## src/hdl/websocket_frame_deframer_unit_assert.svh

```systemverilog
// ----------------------------------------------------------------------------
// websocket deframer assertion macros
// shared concurrent assertion forms, clocked on the rising edge and
// disabled while the synchronous reset is asserted
// ----------------------------------------------------------------------------
`ifndef WEBSOCKET_FRAME_DEFRAMER_UNIT_ASSERT_SVH
`define WEBSOCKET_FRAME_DEFRAMER_UNIT_ASSERT_SVH

// same-cycle implication
`define WSFD_ASSERT_SAME(lbl, clk, rst_n, ante, cons) \
    lbl: assert property (@(posedge clk) disable iff (!(rst_n)) (ante) |-> (cons)) \
        else $error("wsfd same-cycle check failed");

// next-cycle implication
`define WSFD_ASSERT_NEXT(lbl, clk, rst_n, ante, cons) \
    lbl: assert property (@(posedge clk) disable iff (!(rst_n)) (ante) |=> (cons)) \
        else $error("wsfd next-cycle check failed");

`endif

```

## src/hdl/wsfd_pkg.sv

```systemverilog
// ----------------------------------------------------------------------------
// wsfd_pkg
// types and constants shared by the websocket frame deframer modules
// ----------------------------------------------------------------------------
`timescale 1ns / 1ps

package wsfd_pkg;

    localparam int BYTE_W = 8;
    localparam int OPC_W  = 4;
    localparam int LEN_W  = 64;
    localparam int KEY_W  = 32;
    localparam int LEN7_W = 7;

    localparam logic [LEN7_W-1:0] LEN_EXT16 = 7'd126;
    localparam logic [LEN7_W-1:0] LEN_EXT64 = 7'd127;

    // extended-length or key bytes still to come, minus one
    localparam logic [2:0] EXT16_CNT = 3'd1;
    localparam logic [2:0] EXT64_CNT = 3'd7;
    localparam logic [2:0] KEY_CNT   = 3'd3;

    typedef enum logic [2:0] {
        PH_HDR1    = 3'd0,
        PH_HDR2    = 3'd1,
        PH_EXTLEN  = 3'd2,
        PH_MASKKEY = 3'd3,
        PH_PAYLOAD = 3'd4
    } t_phase;

    typedef struct packed {
        logic [BYTE_W-1:0] payload_byte;
        logic [OPC_W-1:0]  frame_opcode;
        logic              final_flag;
        logic [LEN_W-1:0]  frame_length;
        logic              empty_frame;
        logic              last_of_frame;
    } t_result;

endpackage

```

## src/hdl/wsfd_parse.sv

```systemverilog
// ----------------------------------------------------------------------------
// wsfd_parse
// frame header parser and payload unmasking, one byte per enabled cycle
// ----------------------------------------------------------------------------
`timescale 1ns / 1ps

module wsfd_parse (
    input  logic                           i_clk,
    input  logic                           i_rst_n,
    input  logic                           i_step,
    input  logic [wsfd_pkg::BYTE_W-1:0]    i_byte,
    output logic                           o_res_vld,
    output wsfd_pkg::t_result              o_res
);
    import wsfd_pkg::*;

`include "websocket_frame_deframer_unit_assert.svh"

    t_phase              r_phase,       n_phase;
    logic [2:0]          r_ext_cnt,     n_ext_cnt;
    logic [OPC_W-1:0]    r_opcode,      n_opcode;
    logic                r_final,       n_final;
    logic                r_masked,      n_masked;
    logic [KEY_W-1:0]    r_mask_key,    n_mask_key;
    logic [LEN_W-1:0]    r_payload_len, n_payload_len;
    logic [LEN_W-1:0]    r_bytes_left,  n_bytes_left;
    logic [1:0]          r_key_idx,     n_key_idx;

    logic [LEN7_W-1:0]   w_len7;
    logic                w_len_ext;
    logic [LEN_W-1:0]    w_ext_len;
    logic [LEN_W-1:0]    w_bytes_dec;
    logic [BYTE_W-1:0]   w_key;
    logic                w_res_vld;

    assign w_len7      = i_byte[LEN7_W-1:0];
    assign w_len_ext   = (w_len7 == LEN_EXT16) || (w_len7 == LEN_EXT64);
    assign w_ext_len   = {r_payload_len[LEN_W-BYTE_W-1:0], i_byte};
    assign w_bytes_dec = r_bytes_left - LEN_W'(1);

    // key byte 0 sits in the top byte of the key register
    always_comb begin
        unique case (r_key_idx)
            2'd0:    w_key = r_mask_key[31:24];
            2'd1:    w_key = r_mask_key[23:16];
            2'd2:    w_key = r_mask_key[15:8];
            default: w_key = r_mask_key[7:0];
        endcase
        if (!r_masked) begin
            w_key = '0;
        end
    end

    // next phase
    always_comb begin
        n_phase = r_phase;
        unique case (r_phase)
            PH_HDR2: begin
                if (w_len_ext) begin
                    n_phase = PH_EXTLEN;
                end else if (i_byte[7]) begin
                    n_phase = PH_MASKKEY;
                end else if (w_len7 == '0) begin
                    n_phase = PH_HDR1;
                end else begin
                    n_phase = PH_PAYLOAD;
                end
            end
            PH_EXTLEN: begin
                if (r_ext_cnt != '0) begin
                    n_phase = PH_EXTLEN;
                end else if (r_masked) begin
                    n_phase = PH_MASKKEY;
                end else if (w_ext_len == '0) begin
                    n_phase = PH_HDR1;
                end else begin
                    n_phase = PH_PAYLOAD;
                end
            end
            PH_MASKKEY: begin
                if (r_ext_cnt != '0) begin
                    n_phase = PH_MASKKEY;
                end else if (r_payload_len == '0) begin
                    n_phase = PH_HDR1;
                end else begin
                    n_phase = PH_PAYLOAD;
                end
            end
            PH_PAYLOAD: begin
                n_phase = (w_bytes_dec == '0) ? PH_HDR1 : PH_PAYLOAD;
            end
            default: begin
                // unused codes behave like the first header byte
                n_phase = PH_HDR2;
            end
        endcase
    end

    // datapath state and result
    always_comb begin
        n_ext_cnt     = r_ext_cnt;
        n_opcode      = r_opcode;
        n_final       = r_final;
        n_masked      = r_masked;
        n_mask_key    = r_mask_key;
        n_payload_len = r_payload_len;
        n_bytes_left  = r_bytes_left;
        n_key_idx     = r_key_idx;
        w_res_vld     = 1'b0;
        o_res.payload_byte  = '0;
        o_res.empty_frame   = 1'b0;
        o_res.last_of_frame = 1'b0;
        unique case (r_phase)
            PH_HDR2: begin
                n_masked   = i_byte[7];
                n_mask_key = '0;
                if (w_len_ext) begin
                    n_payload_len = '0;
                    n_ext_cnt     = (w_len7 == LEN_EXT16) ? EXT16_CNT : EXT64_CNT;
                end else begin
                    n_payload_len = {{(LEN_W-LEN7_W){1'b0}}, w_len7};
                    if (i_byte[7]) begin
                        n_ext_cnt = KEY_CNT;
                    end else begin
                        n_bytes_left = n_payload_len;
                        n_key_idx    = '0;
                        if (w_len7 == '0) begin
                            w_res_vld           = 1'b1;
                            o_res.empty_frame   = 1'b1;
                            o_res.last_of_frame = 1'b1;
                        end
                    end
                end
            end
            PH_EXTLEN: begin
                n_payload_len = w_ext_len;
                if (r_ext_cnt != '0) begin
                    n_ext_cnt = r_ext_cnt - 3'd1;
                end else if (r_masked) begin
                    n_ext_cnt = KEY_CNT;
                end else begin
                    n_bytes_left = w_ext_len;
                    n_key_idx    = '0;
                    if (w_ext_len == '0) begin
                        w_res_vld           = 1'b1;
                        o_res.empty_frame   = 1'b1;
                        o_res.last_of_frame = 1'b1;
                    end
                end
            end
            PH_MASKKEY: begin
                n_mask_key = {r_mask_key[KEY_W-BYTE_W-1:0], i_byte};
                if (r_ext_cnt != '0) begin
                    n_ext_cnt = r_ext_cnt - 3'd1;
                end else begin
                    n_bytes_left = r_payload_len;
                    n_key_idx    = '0;
                    if (r_payload_len == '0) begin
                        w_res_vld           = 1'b1;
                        o_res.empty_frame   = 1'b1;
                        o_res.last_of_frame = 1'b1;
                    end
                end
            end
            PH_PAYLOAD: begin
                n_key_idx           = r_key_idx + 2'd1;
                n_bytes_left        = w_bytes_dec;
                w_res_vld           = 1'b1;
                o_res.payload_byte  = i_byte ^ w_key;
                o_res.last_of_frame = (w_bytes_dec == '0);
            end
            default: begin
                n_final  = i_byte[7];
                n_opcode = i_byte[OPC_W-1:0];
            end
        endcase
        o_res.frame_opcode = r_opcode;
        o_res.final_flag   = r_final;
        o_res.frame_length = n_payload_len;
    end

    assign o_res_vld = i_step && w_res_vld;

    always_ff @(posedge i_clk) begin
        if (!i_rst_n) begin
            r_phase       <= PH_HDR1;
            r_ext_cnt     <= '0;
            r_opcode      <= '0;
            r_final       <= 1'b0;
            r_masked      <= 1'b0;
            r_mask_key    <= '0;
            r_payload_len <= '0;
            r_bytes_left  <= '0;
            r_key_idx     <= '0;
        end else if (i_step) begin
            r_phase       <= n_phase;
            r_ext_cnt     <= n_ext_cnt;
            r_opcode      <= n_opcode;
            r_final       <= n_final;
            r_masked      <= n_masked;
            r_mask_key    <= n_mask_key;
            r_payload_len <= n_payload_len;
            r_bytes_left  <= n_bytes_left;
            r_key_idx     <= n_key_idx;
        end
    end

    `WSFD_ASSERT_NEXT(a_last_ends_frame, i_clk, i_rst_n, o_res_vld && o_res.last_of_frame, r_phase == PH_HDR1)
    `WSFD_ASSERT_SAME(a_payload_gives_result, i_clk, i_rst_n, i_step && (r_phase == PH_PAYLOAD), o_res_vld)
    `WSFD_ASSERT_SAME(a_empty_has_no_length, i_clk, i_rst_n, o_res_vld && o_res.empty_frame, o_res.frame_length == '0)

endmodule

```

## src/hdl/websocket_frame_deframer_unit.sv

```systemverilog
// ----------------------------------------------------------------------------
// websocket_frame_deframer_unit
// splits a received websocket byte stream into frames and unmasks payload
// ----------------------------------------------------------------------------
// input channel: one stream byte per request on i_rx_byte, taken when
//   i_valid is high and o_stall is low
// output channel: one result per request (unmasked payload byte with opcode,
//   fin, frame length, empty and last flags), taken when o_valid is high and
//   i_stall is low
// header, extended length and mask key bytes give no result; a frame with
//   zero length gives one empty-frame result on the byte ending its header
// path: a taken byte waits in the input register, its result in the result register
// throughput: one byte per cycle while i_stall is low, set by the combinational
//   parse step between the input byte register and the result register
// when the receiver stalls, the result holds; one more byte can be taken
//   into the input register, then o_stall rises until the result drains
// reset (synchronous, active low) empties both registers and puts the parser
//   at the first header byte of a new frame
// ----------------------------------------------------------------------------
`timescale 1ns / 1ps

module websocket_frame_deframer_unit (
    input  logic                                i_clk,
    input  logic                                i_rst_n,
    input  logic                                i_valid,
    input  logic [wsfd_pkg::BYTE_W-1:0]         i_rx_byte,
    output logic                                o_stall,
    output logic                                o_valid,
    input  logic                                i_stall,
    output logic [wsfd_pkg::BYTE_W-1:0]         o_payload_byte,
    output logic [wsfd_pkg::OPC_W-1:0]          o_frame_opcode,
    output logic                                o_final_flag,
    output logic [wsfd_pkg::LEN_W-1:0]          o_frame_length,
    output logic                                o_empty_frame,
    output logic                                o_last_of_frame
);
    import wsfd_pkg::*;

`include "websocket_frame_deframer_unit_assert.svh"

    logic              r_in_vld;
    logic [BYTE_W-1:0] r_in_byte;
    logic              r_out_vld;
    t_result           r_out;

    logic              w_step;
    logic              w_res_vld;
    t_result           w_res;

    // byte in the input register moves on when the result slot is free
    assign w_step  = r_in_vld && !(r_out_vld && i_stall);
    assign o_stall = r_in_vld && r_out_vld && i_stall;

    wsfd_parse u_parse (
        .i_clk     (i_clk),
        .i_rst_n   (i_rst_n),
        .i_step    (w_step),
        .i_byte    (r_in_byte),
        .o_res_vld (w_res_vld),
        .o_res     (w_res)
    );

    always_ff @(posedge i_clk) begin
        if (!i_rst_n) begin
            r_in_vld  <= 1'b0;
            r_out_vld <= 1'b0;
        end else begin
            if (!o_stall) begin
                r_in_vld <= i_valid;
            end
            if (!r_out_vld || !i_stall) begin
                r_out_vld <= w_step && w_res_vld;
            end
        end
    end

    always_ff @(posedge i_clk) begin
        if (i_valid && !o_stall) begin
            r_in_byte <= i_rx_byte;
        end
        if (w_step && w_res_vld) begin
            r_out <= w_res;
        end
    end

    assign o_valid         = r_out_vld;
    assign o_payload_byte  = r_out.payload_byte;
    assign o_frame_opcode  = r_out.frame_opcode;
    assign o_final_flag    = r_out.final_flag;
    assign o_frame_length  = r_out.frame_length;
    assign o_empty_frame   = r_out.empty_frame;
    assign o_last_of_frame = r_out.last_of_frame;

    `WSFD_ASSERT_SAME(a_full_input_moves, i_clk, i_rst_n, i_valid && !o_stall && r_in_vld, w_step)
    `WSFD_ASSERT_NEXT(a_result_reaches_port, i_clk, i_rst_n, w_step && w_res_vld, o_valid)
    `WSFD_ASSERT_SAME(a_empty_input_no_stall, i_clk, i_rst_n, !r_in_vld, !o_stall)

endmodule
```

## config.mk

```make
export PLATFORM = sky130hd
export DESIGN_NAME = websocket_frame_deframer_unit
export DESIGN_NICKNAME = d
export VERILOG_FILES = /design/src/hdl/wsfd_pkg.sv /design/src/hdl/wsfd_parse.sv /design/src/hdl/websocket_frame_deframer_unit.sv
export VERILOG_INCLUDE_DIRS = /design/src /design/src/hdl
export SDC_FILE = /design/constraint.sdc
export NUM_CORES = 1
export LEC_CHECK = 0
export BUFFER_PORTS_ARGS = -buffer_cell sky130_fd_sc_hd__buf_2
export CORE_AREA = 2 2 150 152
export DETAILED_ROUTE_END_ITERATION = 7
export DIE_AREA = 0 0 152 154
export PLACE_DENSITY = 0.8
export SLEW_MARGIN = 20
export SYNTH_ARGS = -nofsm -noshare
export SYNTH_HDL_FRONTEND = slang
export SYNTH_SLANG_ARGS = --single-unit
```

## constraint.sdc

```tcl
create_clock -name i_clk -period 7.2 [get_ports i_clk]
set_input_delay 0.36 -clock i_clk [delete_from_list [all_inputs] [get_ports i_clk]]
set_output_delay 0.36 -clock i_clk [all_outputs]
set_load 0.02 [all_outputs]
```

After elaboration in Yosys (flattened, before gate mapping)
Cells that the tools add are included. Widths: inputs -> output; s select.

Bits in registers: 263. Output and inout port bits: 81. Word-level logic and storage cells: 120.

$add $sub $neg: 3. Equal/unequal tests: 16. Muxes and demuxes: 53. Bitwise logic cells: 2. Reductions and logical operators: 28.

Operators with widths (count): $mux 64 (5); $pmux 64 s4 (1); $logic_not 64->1 (3); $pmux 64 s2 (1); $pmux 32 s2 (1); $sub 64x1->64 const B (1); $mux 3 (15); $mux 2 (13); $pmux 8 s3 (1); $eq 7x7->1 const B (2); $pmux 3 s4 (1); $ne 2x2->1 const B (5); $pmux 3 s3 (1); $mux 1 (8); $mux 8 (1); $pmux 1 s4 (2); $pmux 2 s4 (1); $xor 8x8->8 (1); $logic_and 1x1->1 (7); $logic_not 7->1 (1); $mux 7 (1); $reduce_and 7->1 (1); $eq 3x2->1 const B (2); $reduce_and 2->1 (3); 19 further kinds (24).

Longest topological paths before layout
Depth in word-level cells: 7. Depth in mapped cells: 12. Mapped depth without buffers: 11.

Modules after synthesis
A second synthesis with hierarchy kept.

Cell total of the unflattened synthesis: 1511. Area total of the unflattened synthesis: 13539.2 sq um.

Modules (own cells, without submodules): wsfd_parse (times used 1, cells an instance 1414, area each 10835.4 sq um, sequential area each 3483.3 sq um); websocket_frame_deframer_unit (times used 1, cells an instance 97, area each 2703.8 sq um, sequential area each 2652.5 sq um).

Worst setup path after synthesis
No wires, ideal clock.

Kind: reg2reg. Start: register r_in_byte[2]. End: register r_out, in the netlist o_empty_frame, enable pin. Setup time: 542 ps. Arrival: 5619 ps. Slack: 1039 ps. Stages on the path, launching flop included: 8. Clock period less this slack: 6161 ps. Path through: edfxtp_1 -> clkbuf_1 -> or4_1 -> nor4_1 -> nand2b_1 -> o22ai_1 -> a32oi_1 -> a21oi_1.

Word-level cells in the longest chain between the ends: 7. Elaborated cells on any way between the ends: 14. Classes of those cells: 2 x eq/ne; 7 x mux; 5 x reduce/logical.

RTL lines: start: declaration (RTL line websocket_frame_deframer_unit.sv:42) `logic [BYTE_W-1:0] r_in_byte;`; start signal: assignment (RTL line websocket_frame_deframer_unit.sv:79) `r_in_byte <= i_rx_byte;`; $logic_not 64->1 / $logic_not 7->1 (equally long branches) (RTL line wsfd_parse.sv:144, wsfd_parse.sv:127); $mux 1 (on tied branches) (RTL line wsfd_parse.sv:144, wsfd_parse.sv:127); $mux 1 (on tied branches) (RTL line wsfd_parse.sv:139, wsfd_parse.sv:122); $mux 1 (on tied branches) (RTL line wsfd_parse.sv:137, wsfd_parse.sv:117); $pmux 1 s4 * (RTL line wsfd_parse.sv:113) `unique case (r_phase)`; $logic_and 1x1->1 * (RTL line wsfd_parse.sv:182) `assign o_res_vld = i_step && w_res_vld;`; $logic_and 1x1->1 * (RTL line websocket_frame_deframer_unit.sv:81) `if (w_step && w_res_vld) begin`; end signal: assignment (RTL line websocket_frame_deframer_unit.sv:82) `r_out <= w_res;`; end: declaration (RTL line websocket_frame_deframer_unit.sv:44) `t_result r_out;`.

Every way passes the cells marked *; elsewhere a longest branch is shown, timed or not. A chain may end at the register's enable or synchronous reset.

==> flow_metrics.py <==
metrics = {
    "clocking": {
        "clkSinkCount": 263,
        "clk_pin_slew_worst_paths_ns": 0.06,
        "postCtsHoldBufs": 8,
        "cts_tree": "yes",
        "htree_levels": 1,
        "cts_buffer_depth": 3,
        "post_cts_buffers": 0,
        "numCtsBuffers": 28,
        "clk_latency_ns": 0.58,
        "cts-root-buf": "clkbuf_16",
        "ctsResizeCount": 0,
    },
    "global_routing": {
        "grt_util_all_layers_pct": 35.3,
        "grt_max_degree": 94,
        "antenna_found_initial": 0,
        "grt_overflow": 0,
        "grt_pass1_vias": 11467,
        "grt_pass1_wl_mm": 66.0,
    },
    "floorplan": {
        "ios": 93,
        "die_h_um": 154,
        "initial_utilization_pct": 60.6,
        "die_w_um": 152,
        "die_area_um2": 23400,
        "rows": 54,
        "core_area_um2": 21700,
    },
    "yosys": {
        "ys_seq_elements": 263,
        "synth_area_leaders": "dfxtp_1 27%, edfxtp_1 20%, nand2_1 7.3%",
        "post-synth-top-area-fraction_pct": 26.8,
        "netlist_area_um2": 13100,
        "yosysSeqAreaShare_pct": 46.7,
        "async_flop_share_pct": 0,
        "yosysWarnings": 0,
        "synth.most_common_cell": "nand2_1",
        "ys.flop_type": "dfxtp_1",
        "synth_common_cells": "254 x nand2_1, 176 x dfxtp_1, 148 x a21oi_1",
        "synthCells": 1526,
        "synth_area_per_cell_um2": 8.61,
        "synthDistinctLibCells": 67,
        "synth_edf_count": 87,
        "yosysTopAreaCell": "dfxtp_1",
        "syn_nets": 1546,
    },
    "final_layout": {
        "fin_cells": 1848,
        "finalInstanceArea_um2": 14700,
        "drive_gt1_share_pct": 11.8,
        "fill_cells": 1769,
        "nets": 1566,
        "syn_to_final_growth_pct": 11.5,
        "post-route-util_pct": 67.6,
        "diodes": 0,
    },
    "route": {
        "ant_nets": 0,
        "drc": 3,
        "routed-via-count": 12532,
        "wl_per_cell_um": 23.1,
        "drtIter0Drc": 1547,
        "drt_first_pass_iters": 8,
        "routed_via_density": 6.78,
        "routed_wl_mm": 42.7,
    },
    "setup_path": {
        "arrival_ns": 4.59,
        "cp_max_fo": 8,
        "required_ns": 7.60,
        "startpoint_type": "flop",
        "path_class": "reg -> reg",
        "end_kind": "flop",
    },
    "timing": {
        "relSlewSlack_pct": 24.0,
        "hold_ws_ns": 0.0218,
        "fin_skew_ns": 0.0347,
        "finalWorstPathRequiredPeriod_ns": 4.19,
        "rsz0062_at_grt": "no",
        "fin_ws_ns": 3.01,
        "fin_crit_sh_pct": 58.1,
        "tns_ns": 0,
        "worstMarginPinSlew_ns": 1.13,
        "clock.fmax_mhz": 239,
        "drv_slew": 0,
        "finalHoldViolCount": 0,
        "setup_violations": 0,
    },
    "power": {
        "max-vdd-ir-drop_v": 0.000231,
        "p_total_mw": 3.33,
        "p_leak_nw": 5.44,
        "p_per_area_nw_per_um2": 227,
    },
    "status": {
        "violations": "design-rule violations",
        "status": "finished, violations left",
    },
    "job": {
        "cap_violations": 0,
    },
    "placement": {
        "routabilityCongestion": 1.02,
        "placed_area_um2": 13600,
        "dpl.hpwl_mm": 28.0,
        "port-buffer-count": 92,
        "placed_cells": 1788,
        "pre_cts_ws_ns": 3.19,
    },
    "hold_path": {
        "worstHoldPathType": "in -> reg",
    },
}
state kept, by name (all words and copies together), names as in the netlist, 2 cells and up:
name                   cells
o_frame_length            64
u_parse.r_bytes_left      64
u_parse.r_payload_len     64
u_parse.r_mask_key        32
o_payload_byte             8
r_in_byte                  8
o_frame_opcode             4
u_parse.r_opcode           4
u_parse.r_ext_cnt          3
u_parse.r_phase            3
u_parse.r_key_idx          2
cells by family (layout without fill, tap and decap cells):
kind of cell               after synthesis  count (layout)  share of synthesized area [%]
AOI/OAI and AO/OA                      410             410                           20.4
and+or+nand+nor                        630             630                           22.6
muxes                                   29              29                           2.22
DFF                                    263             263                           46.7
adders and majority gates                8               8                          0.762
xor gates and xnor gates                50              50                           3.39
buffers and inverters                  136             178                           3.95
layout make-up:
type	count	area, um^2	share of cell area (%)
inverter	13	51.3	0.350
tap	280	350	2.39
sequential	263	6140	41.9
multi-input combinational	1127	6540	44.6
clock buffer	33	729	4.98
clock inverter	19	211	1.44
timing repair buffer	113	638	4.35
final timing paths:
| kind | slack (ns) | startpoint | cells past startpoint | endpoint |
|---|---|---|---|---|
| max | 3.01 | u_parse.r_bytes_left[0] | 11 | o_last_of_frame |
| min | 0.02 | i_valid | 3 | r_in_vld |
| max reg2reg | 3.01 | u_parse.r_bytes_left[0] | 11 | o_last_of_frame |
| min reg2reg | 0.43 | u_parse.r_final | 0 | o_final_flag |
report_power, final:
group	switching (mW)	total [mW]	internal, mW
combinational	0.207	0.302	0.0958
sequential	0.0227	1.56	1.54
clock	0.626	1.47	0.840
total	0.856	3.33	2.47
critical path, stage by stage (launching register included):
cell     delay, ns
dfxtp_1       0.40
inv_1         0.09
ha_1          0.24
nor2b_1       0.34
nand3_1       0.36
nor4_2        0.76
nand3_1       0.18
xnor2_1       0.20
or4b_1        0.54
nor4_1        0.27
nand4_1       0.35
o21ai_1       0.30
metal layers:
metal  global-route usage [%]  vias to the layer above  part of all wire, %
met5                        0                        -                    0
met2                     55.9                      760                   46
li1                         -                     5623                    -
met1                     44.8                     5987                   37
met4                     23.0                        0                  7.4
met3                     6.14                      162                  9.0
cell usage in the layout, fill, tap and decap left out, types with 8 or more instances in the layout:
master / instances
a31oi_1: 9
clkbuf_16: 28
xnor2_1: 20
buf_4: 13
dlygate4sd3_1: 8
nor2_1: 137
a21oi_1: 147
a22oi_1: 32
o22ai_1: 12
nor4_1: 43
nand4_1: 14
mux2i_1: 28
buf_2: 92
dfxtp_1: 175
a222oi_1: 21
nand2_1: 250
ha_1: 8
nand3_1: 51
edfxtp_1: 87
a22o_1: 69
inv_1: 11
o21ai_0: 68
nor3_1: 39
or3_1: 18
or4_1: 10
xor2_1: 29
and2_1: 12
Power figures use the tool's default switching activity.
